**config.mk**
```make
export PLATFORM = sky130hd
export DESIGN_NAME = mbd_ctrl
export DESIGN_NICKNAME = d
export VERILOG_FILES = /design/src/rtl/mbd_pkg.sv /design/src/rtl/mbd_ctrl.sv
export SDC_FILE = /design/constraint.sdc
export NUM_CORES = 1
export LEC_CHECK = 0
export BUFFER_PORTS_ARGS = -buffer_cell sky130_fd_sc_hd__buf_4
export CORE_ASPECT_RATIO = 2
export CORE_UTILIZATION = 25
export DETAILED_ROUTE_END_ITERATION = 16
export PLACE_DENSITY = 0.38
export SYNTH_ARGS = -nofsm -noshare
export SYNTH_HDL_FRONTEND = slang
export SYNTH_SLANG_ARGS = --single-unit
```
**constraint.sdc**
```tcl
create_clock -name clk -period 3.7 [get_ports clk]
set_clock_uncertainty 0.1 [all_clocks]
set_input_delay 0.37 -clock clk [delete_from_list [all_inputs] [get_ports clk]]
set_output_delay 0.37 -clock clk [all_outputs]
set_load 0.03 [all_outputs]
```
**src/rtl/mbd_pkg.sv**
```systemverilog
`timescale 1ns / 1ps
// ----------------------------------------------------------------------------
// mbd_pkg: shared types, constants and channel math
// Sizes, configuration register indexes and the per-channel RGBA8 averaging
// helpers used by the box-filter downsampler.
// ----------------------------------------------------------------------------
package mbd_pkg;

  localparam int MAX_WIDTH  = 2048;
  localparam int MAX_HEIGHT = 2048;
  localparam int CNT_W      = $clog2(MAX_WIDTH);
  localparam int ROW_W      = $clog2(MAX_HEIGHT);
  localparam int LINE_DEPTH = MAX_WIDTH / 2;
  localparam int LINE_AW    = $clog2(LINE_DEPTH);
  localparam int CFG_W      = 12;
  localparam int CFG_IDX_W  = 2;
  localparam int PIX_W      = 32;
  localparam int SUM_W      = 36;

  localparam logic [CFG_W-1:0] MAX_W_CFG = CFG_W'(MAX_WIDTH);
  localparam logic [CFG_W-1:0] MAX_H_CFG = CFG_W'(MAX_HEIGHT);

  // Configuration register indexes
  localparam logic [CFG_IDX_W-1:0] CFG_SRC_WIDTH  = 2'd0;
  localparam logic [CFG_IDX_W-1:0] CFG_SRC_HEIGHT = 2'd1;

  // Filter shape picked from the source size
  typedef enum logic [1:0] {
    MODE_QUAD,
    MODE_ROW,
    MODE_COL,
    MODE_PASS
  } mode_t;

  // Position info for the pixel at the head of the stream
  typedef struct packed {
    mode_t              mode;
    logic               x_odd;
    logic               y_odd;
    logic               col_keep;
    logic               row_keep;
    logic               last_x;
    logic               last_y;
    logic [LINE_AW-1:0] idx;
  } ctl_t;

  // Four 9-bit channel sums of two pixels, R lowest
  function automatic logic [SUM_W-1:0] add_pair(input logic [PIX_W-1:0] a,
                                                 input logic [PIX_W-1:0] b);
    logic [SUM_W-1:0] s;
    s = '0;
    for (int c = 0; c < 4; c++) begin
      s[9*c +: 9] = {1'b0, a[8*c +: 8]} + {1'b0, b[8*c +: 8]};
    end
    return s;
  endfunction

  // Per-channel (a + b) >> 1
  function automatic logic [PIX_W-1:0] pair_avg(input logic [PIX_W-1:0] a,
                                                 input logic [PIX_W-1:0] b);
    logic [SUM_W-1:0] s;
    logic [PIX_W-1:0] p;
    s = add_pair(a, b);
    p = '0;
    for (int c = 0; c < 4; c++) begin
      p[8*c +: 8] = s[9*c+1 +: 8];
    end
    return p;
  endfunction

  // Per-channel (sum of four) >> 2 from two pair sums
  function automatic logic [PIX_W-1:0] quad_avg(input logic [SUM_W-1:0] s0,
                                                 input logic [SUM_W-1:0] s1);
    logic [9:0]       v;
    logic [PIX_W-1:0] p;
    p = '0;
    for (int c = 0; c < 4; c++) begin
      v = {1'b0, s0[9*c +: 9]} + {1'b0, s1[9*c +: 9]};
      p[8*c +: 8] = v[9:2];
    end
    return p;
  endfunction

endpackage

```
**src/rtl/mbd_ctrl.sv**
```systemverilog
`timescale 1ns / 1ps
// ----------------------------------------------------------------------------
// mbd_ctrl: size registers and raster position
// Holds the source size, tracks column and row of the next pixel and
// classifies it for the datapath.
// ----------------------------------------------------------------------------
module mbd_ctrl
  import mbd_pkg::*;
(
  input  logic                 clk,
  input  logic                 rst,
  input  logic                 cfg_wr,
  input  logic [CFG_IDX_W-1:0] cfg_index,
  input  logic [CFG_W-1:0]     cfg_data,
  input  logic                 advance,
  output ctl_t                 ctl
);

  logic [CFG_W-1:0] src_width;
  logic [CFG_W-1:0] src_height;
  logic [CNT_W-1:0] column_count;
  logic [ROW_W-1:0] row_count;

  logic [CFG_W-1:0] w;
  logic [CFG_W-1:0] h;
  logic [CFG_W-1:0] w_m1;
  logic [CFG_W-1:0] h_m1;
  logic [CFG_W-1:0] w_even_m1;
  logic [CFG_W-1:0] h_even_m1;
  logic             end_col;
  logic             end_row;
  logic             wide;
  logic             tall;

  // Effective size: zero reads as one, large values saturate
  always_comb begin
    if (src_width == '0) begin
      w = CFG_W'(1);
    end else if (src_width > MAX_W_CFG) begin
      w = MAX_W_CFG;
    end else begin
      w = src_width;
    end
    if (src_height == '0) begin
      h = CFG_W'(1);
    end else if (src_height > MAX_H_CFG) begin
      h = MAX_H_CFG;
    end else begin
      h = src_height;
    end
  end

  // Position decode
  always_comb begin
    w_m1      = w - CFG_W'(1);
    h_m1      = h - CFG_W'(1);
    w_even_m1 = {w[CFG_W-1:1], 1'b0} - CFG_W'(1);
    h_even_m1 = {h[CFG_W-1:1], 1'b0} - CFG_W'(1);
    end_col   = (CFG_W'(column_count) == w_m1);
    end_row   = (CFG_W'(row_count) == h_m1);
    wide      = (w[CFG_W-1:1] != '0);
    tall      = (h[CFG_W-1:1] != '0);

    if (wide && tall) begin
      ctl.mode = MODE_QUAD;
    end else if (wide) begin
      ctl.mode = MODE_ROW;
    end else if (tall) begin
      ctl.mode = MODE_COL;
    end else begin
      ctl.mode = MODE_PASS;
    end
    ctl.x_odd    = column_count[0];
    ctl.y_odd    = row_count[0];
    ctl.col_keep = !(w[0] && end_col);
    ctl.row_keep = !(h[0] && end_row);
    ctl.last_x   = (CFG_W'(column_count) == w_even_m1);
    ctl.last_y   = (CFG_W'(row_count) == h_even_m1);
    ctl.idx      = column_count[CNT_W-1:1];
  end

  // Size registers and raster counters
  always_ff @(posedge clk) begin
    if (rst) begin
      src_width    <= MAX_W_CFG;
      src_height   <= MAX_H_CFG;
      column_count <= '0;
      row_count    <= '0;
    end else if (cfg_wr) begin
      unique case (cfg_index)
        CFG_SRC_WIDTH: begin
          src_width    <= cfg_data;
          column_count <= '0;
          row_count    <= '0;
        end
        CFG_SRC_HEIGHT: begin
          src_height   <= cfg_data;
          column_count <= '0;
          row_count    <= '0;
        end
        default: begin
        end
      endcase
    end else if (advance) begin
      if (end_col) begin
        column_count <= '0;
        if (end_row) begin
          row_count <= '0;
        end else begin
          row_count <= row_count + ROW_W'(1);
        end
      end else begin
        column_count <= column_count + CNT_W'(1);
      end
    end
  end

endmodule

```
==> results.py, run 1 <==
metrics = {
    "status": {
        "outcome": "completed",
    },
    "grt": {
        "grt-ovfl-total": 0,
        "grt_pass1_wl_um": 20400,
        "antenna_found_initial": 0,
        "grt_usage": 0.176,
        "grt_max_degree": 29,
        "first_global_vias": 3778,
    },
    "synth": {
        "synth_edf_count": 0,
        "synth_cell_types": 75,
        "async_flop_share": 0,
        "synth-simple-area-share": 0.303,
        "ys_ff_latch": 46,
        "synth_area_mm2": 0.00383,
        "synth-xor-area-share": 0.141,
        "synthCells": 507,
        "synth_warnings": 0,
        "synth_top_family_by_area": "simple AND/OR/NAND/NOR gates",
        "ys_seq_area_frac": 0.240,
        "synth_ff_type": "dfxtp_1",
        "avgSynthCellArea_um2": 7.56,
        "synth_compound_area_frac": 0.202,
        "yosys-mux-area-fraction": 0.0212,
        "synthesis.nets": 533,
        "synth_fa_ha_area_frac": 0.0261,
    },
    "route": {
        "drt_pre_antenna_iters": 4,
        "num_vias": 3631,
        "ant_nets": 0,
        "wl_per_cell_um": 17.9,
        "wl_um": 13100,
        "viasPerCell": 4.97,
        "post-route-drc-count": 0,
        "drt_iter0_markers": 99,
    },
    "floorplan": {
        "coreArea_mm2": 0.0149,
        "ios": 36,
        "die-area_mm2": 0.0159,
        "rows": 63,
        "dieHeight_um": 177,
        "initial_core_util": 0.257,
        "die_w_um": 89.6,
    },
    "layout": {
        "drive_gt1_frac": 0.198,
        "final_common_cell": "nand2_1",
        "diodes": 0,
        "final_cell_mix": "83 x nand2_1, 62 x buf_4, 44 x dfxtp_1",
        "area_growth_pct": 17.9,
        "final_nets": 561,
    },
    "setup_path": {
        "worstPathRequired_ns": 3.23,
        "end_kind": "output pin",
        "cp-start-kind": "register",
        "critPathArrivalTime_ns": 3.07,
        "path_class": "register to output pin",
        "crit_fanout": 6,
    },
    "clock_network": {
        "hold_buffers": 0,
        "cts.sinks": 46,
        "clockBufferDepth": 2,
        "cts_tree": "yes",
        "clk-insertion-delay-late_ns": 0.29,
        "cts.clk_slew.worst_paths_ns": 0.06,
        "cts_root_buffer": "clkbuf_16",
        "h-tree-depth": 2,
        "cts_made_buffers": 5,
    },
    "sta": {
        "tightestPinTransition_ns": 0.919,
        "tns_ns": 0,
        "hold_viol": 0,
        "period_share": 0.958,
        "grt_setup_unrepaired": "false",
        "finalSetupViolations": 0,
        "fmax_mhz": 282,
        "maxSlewHeadroom": 0.385,
        "final_max_slew_viol_count": 0,
        "fin_crit_ns": 3.54,
    },
    "pwr": {
        "powerDensity_mw_per_mm2": 269,
        "p_total_w": 0.00122,
        "power.leakage_nw": 1.63,
        "ir_drop_v": 0.000145,
    },
    "place": {
        "numPortBuffers": 35,
        "gp_congestion": 0.831,
        "hpwlAfterDp_um": 10700,
    },
    "worst_hold_path": {
        "hp-class": "input port to register",
    },
    "run": {
        "drv_cap": 0,
    },
}
## timing repair
item                                    in CTS  in global routing
endpoints found under the setup margin       2                  3
pin swaps                                    0                  6
gates resized for setup                      5                  5
setup buffers                                0                  2
## per-stage QoR
stage	setup WS, ns	util	hold WS, ns	instance area, um^2	std cells
6_report	0.156	0.303	0.217	4520	730
3_3_place_gp	0.286	0.291	0.376	4330	721
5_1_grt	0.00317	0.303	0.225	4520	730
2_1_floorplan	0.138	-	0.349	3840	507
3_5_place_dp	0.295	0.291	0.379	4330	721
4_1_cts	0.0360	0.301	0.207	4490	728
## synthesized netlist by cell type (all sizes together), types with 3 or more instances
library cell,number,share of area
clkbuf,19,0.019
nor4,8,0.023
ha,8,0.026
nand4,10,0.016
buf,22,0.034
xor2,26,0.059
nor2b,12,0.020
nor4bb,3,0.0078
a2111oi,9,0.028
and3,5,0.0082
nand2b,12,0.020
nand3,10,0.013
a21oi,34,0.045
or2,5,0.0082
a311oi,3,0.0069
o22ai,3,0.0049
mux2i,7,0.018
nand2,84,0.082
o2bb2ai,3,0.0069
or3,10,0.020
nor3,9,0.014
inv,14,0.014
nor3b,4,0.010
xnor2,33,0.075
dfxtp,46,0.24
nand4b,3,0.0069
a31oi,5,0.0082
o21ai,19,0.025
a21o,9,0.018
nor2,39,0.041
## worst max-delay path, cell delays in order (launching register included)
cell and delay, ns:
dfxtp_1 0.34, nor4_4 0.34, a31oi_2 0.19, or2_2 0.35
ha_2 0.23, nand2_1 0.08, mux2i_1 0.06, a21oi_1 0.18
xor2_1 0.10, nor4_2 0.30, o211ai_2 0.13, or2_2 0.30
buf_4 0.17
## layer usage
metal | global-route usage | share of wire | vias to the layer above
met2 | 0.357 | 0.60 | 60
li1 | - | - | 1827
met3 | 0.0173 | 0.015 | 32
met4 | 0.112 | 0.062 | 0
met1 | 0.153 | 0.33 | 1712
met5 | 0 | 0 | -
## logic make-up (layout without fill, tap and decap cells)
group                    count (synthesis)  in the layout
buffers and inverters                   55             83
adder cells (fa/ha/maj)                  8              8
flip-flops                              46             46
AND/OR/NAND/NOR                        220            220
XOR/XNOR                                60             60
multiplexers                             8              8
AO/OA/AOI/OAI                          110            110
## registers in the layout, summed over array words and instances, names as in the netlist
| signal | flops |
|---|---|
| src_width | 12 |
| row_count | 11 |
| column_count | 11 |
| src_height | 12 |
## where the power goes
part,total [W],switching [W],internal [W],leakage (nW)
combinational,0.000253,0.000146,0.000106,1.19
clock,0.000444,0.000199,0.000245,0.0694
sequential,0.000522,0.0000151,0.000506,0.374
total,0.00122,0.000360,0.000857,1.63
## path summary, 6_finish.rpt
path,from,endpoint,slack (ns),cells after the start
max,src_width[10]$_SDFFE_PP0P_,ctl[13],0.16,12
min,cfg_data[11],src_width[11]$_SDFFE_PP1P_,0.22,2
min reg2reg,src_height[1]$_SDFFE_PP0P_,src_height[1]$_SDFFE_PP0P_,0.40,2
max reg2reg,src_width[10]$_SDFFE_PP0P_,row_count[1]$_SDFFE_PP0P_,0.48,13
## area by class of cell
type / instances / area [um^2]
multi-input combinational: 406 / 2700
clock inverter: 2 / 10.0
sequential: 46 / 923
fill: 1635 / 10400
timing repair buffer: 62 / 465
clock buffer: 5 / 125
tap: 195 / 244
inverter: 14 / 52.6
Note: power is estimated with default switching activity, not from simulation.
==> inputs of run 2 (changes only) <==
Settings changed: REMOVE_ABC_BUFFERS set to 1.
==> results.py, run 2 (synthesis results as in run 1) <==
metrics = {
    "floorplan": {
        "rows": 63,
        "coreArea_mm2": 0.0149,
        "ios": 36,
        "die_w_um": 89.6,
        "dieHeight_um": 177,
        "initial_core_util": 0.257,
        "die-area_mm2": 0.0159,
    },
    "route": {
        "wl_per_cell_um": 17.7,
        "viasPerCell": 5.07,
        "wl_um": 12900,
        "drt_pre_antenna_iters": 4,
        "num_vias": 3691,
        "ant_nets": 0,
        "drt_iter0_markers": 98,
        "post-route-drc-count": 0,
    },
    "pwr": {
        "powerDensity_mw_per_mm2": 271,
        "clkPwrFrac": 0.372,
        "pwr-share-seq": 0.427,
        "ir_drop_v": 0.000209,
        "power.leakage_nw": 1.63,
        "p_int_w": 0.000873,
        "power_switching_w": 0.000354,
        "combPwrFrac": 0.201,
        "switching_share": 0.288,
    },
    "sta": {
        "fmax_mhz": 282,
        "fin_crit_ns": 3.55,
        "tightestPinTransition_ns": 0.867,
        "hold_slack_ns": 0.206,
        "maxSlewHeadroom": 0.420,
        "final_max_slew_viol_count": 0,
        "hold_viol": 0,
        "finalSetupViolations": 0,
        "period_share": 0.959,
        "grt_setup_unrepaired": "false",
    },
    "setup_path": {
        "path_class": "register to output pin",
        "worstPathRequired_ns": 3.23,
        "crit_chain": "nor4_4, a41oi_2, or2_4, ha_2, xor2_1, o31ai_1, a311oi_1, nand4_1, a2111oi_4, nand2b_1, buf_4",
        "crit_fanout": 6,
        "end_kind": "output pin",
        "rr_worst_depth": 13,
        "cp-start-kind": "register",
        "critPathArrivalTime_ns": 3.08,
        "r2r_start": "src_width[2]$_SDFFE_PP0P_",
        "slowest_stage": "nor4_4",
        "crit_path_max_incr_delay_ns": 0.37,
        "r2r_slack_ns": 0.46,
        "rr_endpoint": "row_count[1]$_SDFFE_PP0P_",
    },
    "run": {
        "drv_cap": 0,
    },
    "clock_network": {
        "cts_root_buffer": "clkbuf_16",
        "cts_made_buffers": 5,
        "clockBufferDepth": 2,
        "hold_buffers": 0,
        "cts_tree": "yes",
        "cts.clk_slew.worst_paths_ns": 0.07,
        "h-tree-depth": 2,
        "clk-insertion-delay-late_ns": 0.29,
        "cts.sinks": 46,
    },
    "layout": {
        "final_nets": 560,
        "drive_gt1_frac": 0.199,
        "utilization": 0.304,
        "diodes": 0,
        "fillers": 1630,
        "final_cell_mix": "83 x nand2_1, 61 x buf_4, 42 x dfxtp_1",
        "reg_top3": "src_height (12), src_width (12)",
        "area_growth_pct": 18.0,
        "final_common_cell": "nand2_1",
    },
    "grt": {
        "grt-ovfl-total": 0,
        "grt_max_degree": 29,
        "antenna_found_initial": 0,
        "grt_usage": 0.173,
        "grt_pass1_wl_um": 20200,
        "first_global_vias": 3728,
    },
    "place": {
        "numPortBuffers": 35,
        "gp_congestion": 0.850,
        "hpwlAfterDp_um": 10400,
    },
    "worst_hold_path": {
        "hold_path_depth": 2,
        "hold_start": "cfg_data[11]",
        "min_to": "src_width[11]$_SDFFE_PP1P_",
        "hp-class": "input port to register",
    },
    "status": {
        "outcome": "completed",
    },
}
-- run 2: through the flow --
stage / power, W / cells / setup WS [ns] / cell area, um^2 / TNS [ns]
CTS: 0.00124 / 727 / -0.00114 / 4480 / -0.00114
detailed placement: 0.000775 / 721 / 0.242 / 4330 / 0
global placement: 0.000774 / 721 / 0.286 / 4330 / 0
floorplan: 0.000679 / 466 / -0.504 / 3630 / -0.504
global route: 0.00128 / 728 / 0.00356 / 4530 / 0
finish: 0.00123 / 728 / 0.150 / 4530 / 0
-- run 2: area by class of cell --
class                           instances  area (um^2)  share of cell area
Inverter                               14         52.6              0.0116
Clock buffer                            6          139              0.0307
Tap cell                              195          244              0.0539
Multi-Input combinational cell        406         2710               0.598
Sequential cell                        46          926               0.205
Timing Repair Buffer                   61          458               0.101
-- run 2: how the worst max path moves through the flow --
stage	end	slack [ns]	cells past startpoint	start
final	ctl[12]	0.15	11	src_height[5]$_SDFFE_PP0P_
after global routing	ctl[13]	0.004	11	src_width[10]$_SDFFE_PP0P_
after CTS	ctl[12]	-0.001	11	src_height[5]$_SDFFE_PP0P_
after detailed placement	ctl[12]	0.24	11	src_height[2]$_SDFFE_PP0P_
after global placement	ctl[12]	0.29	11	src_height[2]$_SDFFE_PP0P_
after floorplan	ctl[11]	-0.50	9	src_width[11]$_SDFFE_PP1P_
-- run 2: power groups by stage --
stage | Sequential, W | Combinational (W) | Clock (W)
floorplan | 0.000543 | 0.000136 | 0
global placement | 0.000533 | 0.000241 | 0
detailed placement | 0.000533 | 0.000241 | 0
CTS | 0.000522 | 0.000244 | 0.000473
global route | 0.000526 | 0.000271 | 0.000486
finish | 0.000524 | 0.000247 | 0.000456
-- run 2: worst max-delay path: cells and delay by family (launching register included) --
family                     cells  cell delay, ns
and+or+nand+nor                4            0.92
AOI/OAI and AO/OA              4            0.86
DFF                            1            0.36
adders and majority gates      1            0.32
buffers and inverters          1            0.17
xor gates and xnor gates       1            0.15
-- run 2: per-layer routing --
layer	wire, um	global-route usage	up-vias	share of wire
li1	-	-	1831	-
met1	4510	0.161	1755	0.35
met2	7380	0.339	69	0.57
met3	201	0.0145	36	0.016
met4	770	0.109	0	0.060
met5	0	0	-	0
-- run 2: what timing repair did --
action / in CTS / in global routing
gates cloned: 0 / 0
setup endpoints to repair: 2 / 3
gates resized for setup: 3 / 12
pin swaps: 0 / 5
setup buffers: 0 / 1
==> inputs of run 3 (changes only) <==
Settings changed: CORE_MARGIN set to 5, CORE_UTILIZATION 25 to 40, PLACE_DENSITY 0.38 to 0.56.
==> results.py, run 3 (synthesis results as in run 1) <==
metrics = {
    "layout": {
        "final_common_cell": "nand2_1",
        "multi_input_area_mm2": 0.00269,
        "regArea_um2": 923,
        "area_growth_pct": 15.3,
        "final_nets": 560,
        "fillers": 977,
        "drive_gt1_frac": 0.193,
        "reg_top3": "src_height (12), src_width (12)",
        "utilization": 0.471,
        "final_cell_mix": "84 x nand2_1, 61 x buf_4, 44 x dfxtp_1",
        "diodes": 0,
    },
    "floorplan": {
        "coreArea_mm2": 0.00938,
        "die_w_um": 79.2,
        "dieHeight_um": 148,
        "rows": 50,
        "die-area_mm2": 0.0118,
        "ios": 36,
        "initial_core_util": 0.409,
    },
    "clock_network": {
        "cts_made_buffers": 5,
        "clockBufferDepth": 2,
        "clk-insertion-delay-late_ns": 0.28,
        "cts.clk_slew.worst_paths_ns": 0.06,
        "cts_tree": "yes",
        "hold_buffers": 0,
        "cts_root_buffer": "clkbuf_16",
        "cts.sinks": 46,
        "h-tree-depth": 2,
    },
    "sta": {
        "finalSetupViolations": 0,
        "final_max_slew_viol_count": 0,
        "fin_crit_ns": 3.53,
        "fmax_mhz": 284,
        "hold_viol": 0,
        "period_share": 0.953,
        "tightestPinTransition_ns": 0.841,
        "maxSlewHeadroom": 0.438,
    },
    "setup_path": {
        "end_kind": "output pin",
        "crit_fanout": 6,
        "worstPathRequired_ns": 3.23,
        "cp-start-kind": "register",
        "critPathArrivalTime_ns": 3.06,
        "path_class": "register to output pin",
    },
    "run": {
        "drv_cap": 0,
    },
    "grt": {
        "antenna_found_initial": 0,
        "grt_max_degree": 29,
        "grt_pass1_wl_um": 18300,
        "grt_usage": 0.199,
        "grt-ovfl-total": 0,
        "first_global_vias": 3689,
    },
    "route": {
        "wl_um": 11600,
        "drt_iter0_markers": 164,
        "post-route-drc-count": 0,
        "ant_nets": 0,
        "drt_pre_antenna_iters": 4,
        "wl_per_cell_um": 18.1,
        "num_vias": 3694,
        "viasPerCell": 5.78,
    },
    "worst_hold_path": {
        "hp-class": "input port to register",
    },
    "place": {
        "gp_congestion": 0.950,
        "hpwlAfterDp_um": 9280,
        "numPortBuffers": 35,
    },
    "pwr": {
        "p_total_w": 0.00128,
        "ir_drop_v": 0.000189,
        "power.leakage_nw": 1.63,
        "powerDensity_mw_per_mm2": 289,
    },
    "status": {
        "outcome": "completed",
    },
}
==> run 3: metrics by stage <==
step | std cells | worst slack (ns) | TNS (ns) | hold slack (ns) | instance area [um^2]
4_1_cts | 635 | 0.0366 | 0 | 0.199 | 4370
5_1_grt | 639 | -0.00950 | -0.00950 | 0.209 | 4420
3_3_place_gp | 627 | 0.337 | 0 | 0.372 | 4190
6_report | 639 | 0.175 | 0 | 0.209 | 4420
2_1_floorplan | 466 | -0.504 | -0.504 | 0.339 | 3630
3_5_place_dp | 627 | 0.236 | 0 | 0.400 | 4190
==> run 3: metal layers <==
layer | up-vias | global-route usage | routed length [um]
li1 | 1830 | - | -
met1 | 1719 | 0.182 | 3950
met2 | 101 | 0.397 | 6500
met3 | 44 | 0.0248 | 388
met4 | 0 | 0.119 | 715
met5 | - | 0 | 0
==> run 3: worst max-delay path: stages (launching register included) <==
cell and delay (ns):
dfxtp_1 0.37, nor4_4 0.37, a31oi_2 0.16, or2_2 0.35, ha_2 0.23, nor3b_1 0.15
a31oi_1 0.24, o31ai_1 0.14, nor3b_2 0.20, o211ai_2 0.11, or2_2 0.28, buf_4 0.17
==> run 3: cell type report <==
cell class / count / share of cell area
timing repair buffer: 61 / 0.104
multi-input combinational: 406 / 0.609
sequential: 46 / 0.209
clock inverter: 1 / 0.00679
clock buffer: 7 / 0.0300
tap: 104 / 0.0294
inverter: 14 / 0.0119
==> run 3: timing repair <==
| action | in CTS | in global routing |
|---|---|---|
| setup endpoints to repair | 1 | 3 |
| setup buffers | 0 | 4 |
| pin swaps | 0 | 6 |
| gates resized for setup | 4 | 6 |
==> run 3: path summary, 6_finish.rpt <==
kind	depth (start not counted)	slack, ns	startpoint	to
setup / recovery	11	0.17	src_width[1]$_SDFFE_PP0P_	ctl[13]
hold / removal	2	0.21	cfg_data[11]	src_height[11]$_SDFFE_PP1P_
setup reg to reg	12	0.44	src_width[1]$_SDFFE_PP0P_	row_count[3]$_SDFFE_PP0P_
hold reg to reg	2	0.42	src_height[0]$_SDFFE_PP0P_	src_height[0]$_SDFFE_PP0P_
==> run 3: where the power goes <==
part / internal (W) / switching [W]
clock network: 0.000319 / 0.000184
registers: 0.000507 / 0.0000165
logic: 0.000109 / 0.000142
total: 0.000935 / 0.000342
